### config.mk
export PLATFORM = sky130hd
export DESIGN_NAME = shortest_queue_balancer
export DESIGN_NICKNAME = d
export VERILOG_FILES = /design/src/rtl/sqb_pkg.sv /design/src/rtl/shortest_queue_balancer.sv /design/src/rtl/sqb_ram.sv /design/src/rtl/sqb_sched.sv
export SDC_FILE = /design/constraint.sdc
export NUM_CORES = 1
export LEC_CHECK = 0
export BUFFER_PORTS_ARGS = -buffer_cell sky130_fd_sc_hd__clkbuf_2
export CORE_ASPECT_RATIO = 0.6
export CORE_MARGIN = 10
export CORE_UTILIZATION = 55
export CTS_BUF_LIST = sky130_fd_sc_hd__clkbuf_4
export CTS_CLUSTER_DIAMETER = 30
export DETAILED_ROUTE_END_ITERATION = 16
export PLACE_DENSITY = 0.68
export RECOVER_POWER = 50
export SLEW_MARGIN = 20
export SYNTH_ARGS = -nofsm -noshare
export SYNTH_HDL_FRONTEND = slang
export SYNTH_HIERARCHICAL = 1
export SYNTH_SLANG_ARGS = --single-unit
### constraint.sdc
create_clock -name clk -period 16.55 [get_ports clk]
set_clock_uncertainty 0.05 [all_clocks]
set_input_delay 0.8275 -clock clk [delete_from_list [all_inputs] [get_ports clk]]
set_output_delay 0.8275 -clock clk [all_outputs]
set_load 0.02 [all_outputs]
### src/rtl/sqb_pkg.sv
// Shared types, codes and defaults for the shortest queue balancer.
package sqb_pkg;

	localparam int NUM_QUEUES_DEF  = 4;
	localparam int QUEUE_DEPTH_DEF = 8;
	localparam int DATA_W          = 32;

	typedef enum logic [1:0] {
		OP_INS_SHORT = 2'd0,
		OP_DEL_LONG  = 2'd1,
		OP_INS_NAMED = 2'd2
	} sqb_op_t;

	typedef enum logic [1:0] {
		ST_DONE  = 2'd0,
		ST_FULL  = 2'd1,
		ST_EMPTY = 2'd2
	} sqb_status_t;

	typedef struct packed {
		sqb_op_t                   op;
		logic [1:0]                target_queue;
		logic signed [DATA_W-1:0]  value_in;
	} sqb_req_t;

	typedef struct packed {
		sqb_status_t               status;
		logic [1:0]                queue_used;
		logic signed [DATA_W-1:0]  value_out;
	} sqb_res_t;

	// Decision handed from the scheduler to the datapath.
	typedef struct packed {
		logic        wr;
		logic        rd;
		sqb_status_t status;
		logic [1:0]  queue_used;
	} sqb_cmd_t;

endpackage

### src/rtl/shortest_queue_balancer.sv
// A request is decided by the scheduler and its store read issued as it is accepted; the
// decision then waits in stage 1 for the read data and moves on into the output register.
// Throughput: one request per cycle; the single store port is used by the accepted request
// only, and a waiting result in the output register stalls requests only once stage 1 also
// holds one. Reset clears every fill count and every head and tail pointer at once; the shared
// store needs no clearing pass, since a delete only reads slots that an insert wrote.
module shortest_queue_balancer #(
	parameter int NUM_QUEUES  = sqb_pkg::NUM_QUEUES_DEF,
	parameter int QUEUE_DEPTH = sqb_pkg::QUEUE_DEPTH_DEF
) (
	input  logic              clk,
	input  logic              arst_n,
	input  logic              req_valid,
	output logic              req_ready,
	input  sqb_pkg::sqb_req_t req,
	output logic              res_valid,
	input  logic              res_ready,
	output sqb_pkg::sqb_res_t res
);
	import sqb_pkg::*;

	localparam int AW = $clog2(NUM_QUEUES * QUEUE_DEPTH);

	logic            go;
	sqb_cmd_t        cmd;
	logic [AW-1:0]   addr;
	logic [DATA_W-1:0] rdata;

	// Stage 1 holds the decision while the store read completes.
	logic            valid_s1;
	sqb_cmd_t        cmd_s1;
	logic            move_s1;

	logic            res_valid_q;
	sqb_res_t        res_q;

	// Stage 1 may advance when the output register is empty or is being emptied. A new
	// request is taken whenever stage 1 is free or advancing in the same cycle.
	assign move_s1   = valid_s1 && (!res_valid_q || res_ready);
	assign req_ready = !valid_s1 || move_s1;
	assign go        = req_valid && req_ready;

	// The scheduler decides the queue and updates pointers and counts as the request
	// is accepted, so the next request already sees the new state.
	sqb_sched #(
		.NUM_QUEUES (NUM_QUEUES),
		.QUEUE_DEPTH(QUEUE_DEPTH)
	) u_sched (
		.clk   (clk),
		.arst_n(arst_n),
		.go    (go),
		.req   (req),
		.cmd   (cmd),
		.addr  (addr)
	);

	// An insert writes the word in the accept cycle; a delete reads it, and the registered
	// data arrives while the decision sits in stage 1. The read data only changes on a
	// new read, so it holds while stage 1 is stalled.
	sqb_ram #(
		.WIDTH(DATA_W),
		.DEPTH(NUM_QUEUES * QUEUE_DEPTH)
	) u_store (
		.clk  (clk),
		.we   (go && cmd.wr),
		.re   (go && cmd.rd),
		.addr (addr),
		.wdata(req.value_in),
		.rdata(rdata)
	);

	always_ff @(posedge clk or negedge arst_n) begin
		if (!arst_n) begin
			valid_s1 <= 1'b0;
		end else if (go) begin
			valid_s1 <= 1'b1;
		end else if (move_s1) begin
			valid_s1 <= 1'b0;
		end
	end

	always_ff @(posedge clk) begin
		if (go) begin
			cmd_s1 <= cmd;
		end
	end

	// Output register: the value field carries the removed word only for a delete
	// that found an entry.
	always_ff @(posedge clk or negedge arst_n) begin
		if (!arst_n) begin
			res_valid_q <= 1'b0;
		end else if (move_s1) begin
			res_valid_q <= 1'b1;
		end else if (res_ready) begin
			res_valid_q <= 1'b0;
		end
	end

	always_ff @(posedge clk) begin
		if (move_s1) begin
			res_q.status     <= cmd_s1.status;
			res_q.queue_used <= cmd_s1.queue_used;
			res_q.value_out  <= cmd_s1.rd ? $signed(rdata) : '0;
		end
	end

	assign res_valid = res_valid_q;
	assign res       = res_q;

`ifndef NO_ASSERTIONS
	a_stall_blocks: assert property (@(posedge clk) disable iff (!arst_n)
		valid_s1 && res_valid_q && !res_ready |-> !req_ready)
		else $error("request taken while both stages are held");
`endif

endmodule

### src/rtl/sqb_ram.sv
// Generic single-port synchronous RAM with registered read data.
module sqb_ram #(
	parameter int WIDTH = 32,
	parameter int DEPTH = 32
) (
	input  logic                     clk,
	input  logic                     we,
	input  logic                     re,
	input  logic [$clog2(DEPTH)-1:0] addr,
	input  logic [WIDTH-1:0]         wdata,
	output logic [WIDTH-1:0]         rdata
);

	logic [WIDTH-1:0] mem [DEPTH];

	always_ff @(posedge clk) begin
		if (we) begin
			mem[addr] <= wdata;
		end
		if (re) begin
			rdata <= mem[addr];
		end
	end

endmodule

### src/rtl/sqb_sched.sv
// Queue scheduler: fill counts, head and tail pointers, and queue choice.
module sqb_sched #(
	parameter int NUM_QUEUES  = sqb_pkg::NUM_QUEUES_DEF,
	parameter int QUEUE_DEPTH = sqb_pkg::QUEUE_DEPTH_DEF
) (
	input  logic                                      clk,
	input  logic                                      arst_n,
	input  logic                                      go,
	input  sqb_pkg::sqb_req_t                         req,
	output sqb_pkg::sqb_cmd_t                         cmd,
	output logic [$clog2(NUM_QUEUES*QUEUE_DEPTH)-1:0] addr
);
	import sqb_pkg::*;

	localparam int QW = $clog2(NUM_QUEUES);
	localparam int PW = $clog2(QUEUE_DEPTH);
	localparam int CW = $clog2(QUEUE_DEPTH + 1);
	localparam int AW = $clog2(NUM_QUEUES * QUEUE_DEPTH);

	logic [CW-1:0] count_q [NUM_QUEUES];
	logic [PW-1:0] head_q  [NUM_QUEUES];
	logic [PW-1:0] tail_q  [NUM_QUEUES];

	logic [NUM_QUEUES-1:0] win_min, win_max;
	logic [QW-1:0]         short_idx, long_idx, sel_q, tq_idx;
	logic [QW+1:0]         tq_wide;
	logic                  tq_ok, clear_ptrs;
	logic [PW-1:0]         ptr, ptr_next;
	logic                  count_ovf, ptrs_nz;

	// A queue wins the shortest search when every lower queue is strictly longer and
	// every higher queue is at least as long; the longest search mirrors this. At most
	// one queue can win each, so the winner index is an OR over the winners.
	always_comb begin
		win_min   = '0;
		win_max   = '0;
		short_idx = '0;
		long_idx  = '0;
		for (int i = 0; i < NUM_QUEUES; i++) begin
			win_min[i] = (count_q[i] != CW'(QUEUE_DEPTH));
			win_max[i] = (count_q[i] != '0);
			for (int j = 0; j < NUM_QUEUES; j++) begin
				if (j < i) begin
					win_min[i] = win_min[i] && (count_q[j] > count_q[i]);
					win_max[i] = win_max[i] && (count_q[j] < count_q[i]);
				end else if (j > i) begin
					win_min[i] = win_min[i] && (count_q[j] >= count_q[i]);
					win_max[i] = win_max[i] && (count_q[j] <= count_q[i]);
				end
			end
			if (win_min[i]) begin
				short_idx = short_idx | QW'(i);
			end
			if (win_max[i]) begin
				long_idx = long_idx | QW'(i);
			end
		end
	end

	assign tq_wide = (QW+2)'(req.target_queue);
	assign tq_ok   = tq_wide < (QW+2)'(NUM_QUEUES);
	assign tq_idx  = tq_wide[QW-1:0];

	always_comb begin
		cmd        = '{wr: 1'b0, rd: 1'b0, status: ST_DONE, queue_used: 2'd0};
		sel_q      = '0;
		clear_ptrs = 1'b0;
		unique case (req.op)
			OP_INS_SHORT: begin
				if (|win_min) begin
					cmd.wr = 1'b1;
					sel_q  = short_idx;
				end else begin
					cmd.status = ST_FULL;
				end
			end
			OP_DEL_LONG: begin
				if (|win_max) begin
					cmd.rd = 1'b1;
					sel_q  = long_idx;
				end else begin
					cmd.status = ST_EMPTY;
					clear_ptrs = 1'b1;
				end
			end
			OP_INS_NAMED: begin
				if (tq_ok && (count_q[tq_idx] != CW'(QUEUE_DEPTH))) begin
					cmd.wr = 1'b1;
					sel_q  = tq_idx;
				end else begin
					cmd.status = ST_FULL;
				end
			end
			default: begin
			end
		endcase
		if (cmd.wr || cmd.rd) begin
			cmd.queue_used = 2'(sel_q);
		end
	end

	// Region base plus offset; pointers wrap inside the queue's own region.
	assign ptr      = cmd.wr ? tail_q[sel_q] : head_q[sel_q];
	assign ptr_next = (ptr == PW'(QUEUE_DEPTH - 1)) ? '0 : ptr + PW'(1);
	assign addr     = AW'(sel_q) * AW'(QUEUE_DEPTH) + AW'(ptr);

	always_ff @(posedge clk or negedge arst_n) begin
		if (!arst_n) begin
			for (int i = 0; i < NUM_QUEUES; i++) begin
				count_q[i] <= '0;
				head_q[i]  <= '0;
				tail_q[i]  <= '0;
			end
		end else if (go) begin
			if (cmd.wr) begin
				tail_q[sel_q]  <= ptr_next;
				count_q[sel_q] <= count_q[sel_q] + CW'(1);
			end
			if (cmd.rd) begin
				head_q[sel_q]  <= ptr_next;
				count_q[sel_q] <= count_q[sel_q] - CW'(1);
			end
			if (clear_ptrs) begin
				for (int i = 0; i < NUM_QUEUES; i++) begin
					head_q[i] <= '0;
					tail_q[i] <= '0;
				end
			end
		end
	end

	always_comb begin
		count_ovf = 1'b0;
		ptrs_nz   = 1'b0;
		for (int i = 0; i < NUM_QUEUES; i++) begin
			count_ovf = count_ovf || (count_q[i] > CW'(QUEUE_DEPTH));
			ptrs_nz   = ptrs_nz || (head_q[i] != '0) || (tail_q[i] != '0);
		end
	end

`ifndef NO_ASSERTIONS
	a_count_bound: assert property (@(posedge clk) disable iff (!arst_n)
		!count_ovf)
		else $error("fill count beyond queue depth");
	a_wr_rd_excl: assert property (@(posedge clk) disable iff (!arst_n)
		!(cmd.wr && cmd.rd))
		else $error("write and read chosen together");
	a_empty_clears: assert property (@(posedge clk) disable iff (!arst_n)
		go && clear_ptrs |=> !ptrs_nz)
		else $error("pointers not cleared after empty delete");
`endif

endmodule
==> impl_metrics.ini <==
[grt]
grt_pass1_wl_um = 173000
gr-usage-all-layers = 0.255
antenna_found_initial = 10
gr-total-overflow = 0
grt_pass1_vias = 25200
grt_max_degree = 133

[critical_path]
end_kind = flop
slowest_delay_ns = 0.86
start_kind = flop
cp_cell_sequence = inv_1 > ha_1 > nor2b_1 > o211a_1 > or3_1 > o21ai_0 > o211ai_4 > inv_2 > a211oi_1 > a211oi_1 > a31o_4 > buf_4 > buf_12 > buf_4 > mux2i_1 > o22ai_1 > nor4_1 > nand2_1
crit_fanout = 130
required_ns = 17.33
crit_slowest_cell = buf_4
cp.arrival_ns = 9.42
crit_type = flop to flop

[timing]
setup_viol = 0
drv_slew = 113
setup_tns_ns = 0
grt_setup_unrepaired = false
worst_pin_slew_ns = 2.77
fin_crit_ns = 8.64
relSlewSlack = -0.849
fin_crit_sh = 0.522
final_hold_viol_count = 0
fmax_mhz = 116

[layout]
nets = 2903
synthToLayoutAreaGrowth_pct = 11.3
drive_above_1_share = 0.205
fin_util = 0.622
fillers = 5831

[floorplan]
fp.coreArea_um2 = 80100
pin_count = 78
initial_core_util = 0.559
die_x_um = 388
rows = 80
die_h_um = 241
die_area_um2 = 93600

[yosys]
yosysTopAreaCellShare = 0.736
avgSynthCellArea_um2 = 17.6
yosys_warnings = 6
synth_area_leader_cell = edfxtp_1
syn_area_um2 = 44800
synth_nets = 2612
synthTopCellsByArea = edfxtp_1, mux2i_1, o22ai_1
synthCells = 2544
async_flop_share = 0.0369
synth.most_common_cell = edfxtp_1
synth_cell_types = 75
ys_seq_elements = 1139
ys_seq_area_frac = 0.759
synthFlopType = edfxtp_1
synth_common_cells = edfxtp_1, mux2i_1, o22ai_1
synth_edf_count = 1097

[power_and_ir_drop]
pwr-share-comb = 0.404
p_clk_frac = 0.230
leakage_uw = 0.0170
sw_frac_of_total = 0.372
p_per_area_nw_per_um2 = 192
pwr-share-seq = 0.366
ir_drop_mv = 0.331
p_sw_uw = 3560
internal_power_uw = 6030

[detailed_routing]
ant_nets = 0
wl_per_cell_um = 29.7
drt-total-wl_um = 121000
drt-vias-per-instance = 6.42
route.detailed.drc = 0
num_vias = 26100
drt_first_iter_violations = 3210
dr.pass1.iters = 6

[placed_design]
dp_hpwl_um = 68300
gp_congestion = 0.891
port_buffers = 77

[outcome]
status = complete, but fails checks
violations = max-capacitance violations, max-slew violations

[cts]
cts_inserted_buffers = 280
clock_path_buffers = 4
clkTransAtPathRegs_ns = 0.07
post-cts-setup-buffers = 0
clkLatencyLatePin_ns = 1.13
cts_htree_levels = 5
cts_tree = built
cts_resized = 0
clock_sinks = 1139
clock_tree.root_cell = clkbuf_4

[hold_path]
worstHoldPathType = input pin to flop

[flow_run]
drv_cap = 3
-- cells by family after synthesis --
family                     Yosys count  share of synthesized area
DFF                               1139                      0.759
muxes                              528                      0.120
AOI/OAI and AO/OA                  360                     0.0539
and+or+nand+nor                    319                     0.0406
buffers and inverters              167                     0.0184
adders and majority gates           28                    0.00782
xor gates and xnor gates             3                   0.000587
-- power by group through the flow --
| stage | clock [uW] | combinational, uW | sequential (uW) |
|---|---|---|---|
| finish | 2200 | 3880 | 3510 |
| global route | 2400 | 4080 | 3520 |
| CTS | 2250 | 3800 | 3500 |
| floorplan | 0 | 2750 | 3540 |
| global placement | 0 | 3740 | 3560 |
| detailed placement | 0 | 3790 | 3560 |
-- layout by cell type (no fill, tap or decap), types with 22 or more instances in the layout --
| master | Yosys | final |
|---|---|---|
| inv_1 | 27 | 27 |
| o22ai_1 | 263 | 263 |
| clkbuf_2 | 5 | 32 |
| nor2_4 | 0 | 28 |
| clkinv_1 | 0 | 28 |
| nor2_1 | 50 | 22 |
| ha_1 | 28 | 28 |
| nor4_1 | 69 | 67 |
| clkbuf_1 | 37 | 49 |
| nand2_1 | 82 | 82 |
| buf_4 | 3 | 57 |
| dfrtp_1 | 42 | 42 |
| and2_2 | 32 | 33 |
| clkbuf_4 | 0 | 404 |
| edfxtp_1 | 1097 | 1097 |
| mux2i_1 | 520 | 520 |
-- state kept, by name, indices dropped and copies added, names as in the netlist --
register	cells
u_store/mem	1024
valid_s1	1
u_sched/head_q	12
u_store/rdata	32
u_sched/tail_q	12
res_valid	1
res	36
cmd_s1	5
u_sched/count_q	16
-- final timing paths --
path / slack [ns] / from / cells after the start / to
max: 7.91 / u_sched/count_q[1] / 18 / u_store/rdata[5]
min: 0.20 / req[35] / 3 / cmd_s1[2]
max reg2reg: 7.91 / u_sched/count_q[1] / 18 / u_store/rdata[5]
min reg2reg: 0.37 / cmd_s1[2] / 0 / res[34]
max in group asynchronous: 13.83 / arst_n / 3 / u_sched/count_q[4]
min in group asynchronous: 1.11 / arst_n / 3 / valid_s1
-- worst max-delay path: cells and delay by family, from the launching register on --
family	cells	cell delay, ns
AOI/OAI and AO/OA	7	2.32
DFF	1	0.43
adders and majority gates	1	0.30
buffers and inverters	5	3.20
muxes	1	0.25
and+or+nand+nor	4	1.37
-- routing by layer --
metal / vias to the layer above / part of all wire / routed length (um) / GRT usage
met5: - / 0.00042 / 51 / 0
met4: 8 / 0.021 / 2540 / 0.0864
met3: 209 / 0.13 / 15400 / 0.0707
met2: 1631 / 0.41 / 49800 / 0.345
met1: 13300 / 0.44 / 53100 / 0.392
li1: 11000 / - / - / -
-- layout make-up --
type,count,area [um2],share of cell area
Antenna cell,6,15.0,0.000301
Clock buffer,404,3030,0.0609
Clock inverter,34,208,0.00417
Inverter,29,111,0.00223
Multi-Input combinational cell,1238,10200,0.206
Sequential cell,1139,34000,0.682
Tap cell,1066,1330,0.0268
Timing Repair Buffer,147,893,0.0179
-- metrics by stage --
stage / setup slack, ns / total power [uW] / hold slack (ns) / instance area [um2] / instances
3_5_place_dp: 8.21 / 7360 / 0.370 / 46600 / 3614
6_report: 7.91 / 9590 / 0.202 / 49800 / 4063
5_1_grt: 7.60 / 10000 / 0.211 / 49800 / 4061
3_3_place_gp: 8.34 / 7300 / 0.356 / 46600 / 3613
4_1_cts: 8.21 / 9550 / 0.0946 / 49900 / 4057
2_1_floorplan: 9.91 / 6290 / 0.350 / 44800 / 2544
-- timing repair --
item / 4_1_cts / 5_1_grt
hold buffers: 5 / 0
setup endpoints to repair: 0 / 0
endpoints found under the hold margin: 45 / 0
Power figures use the tool's default switching activity.
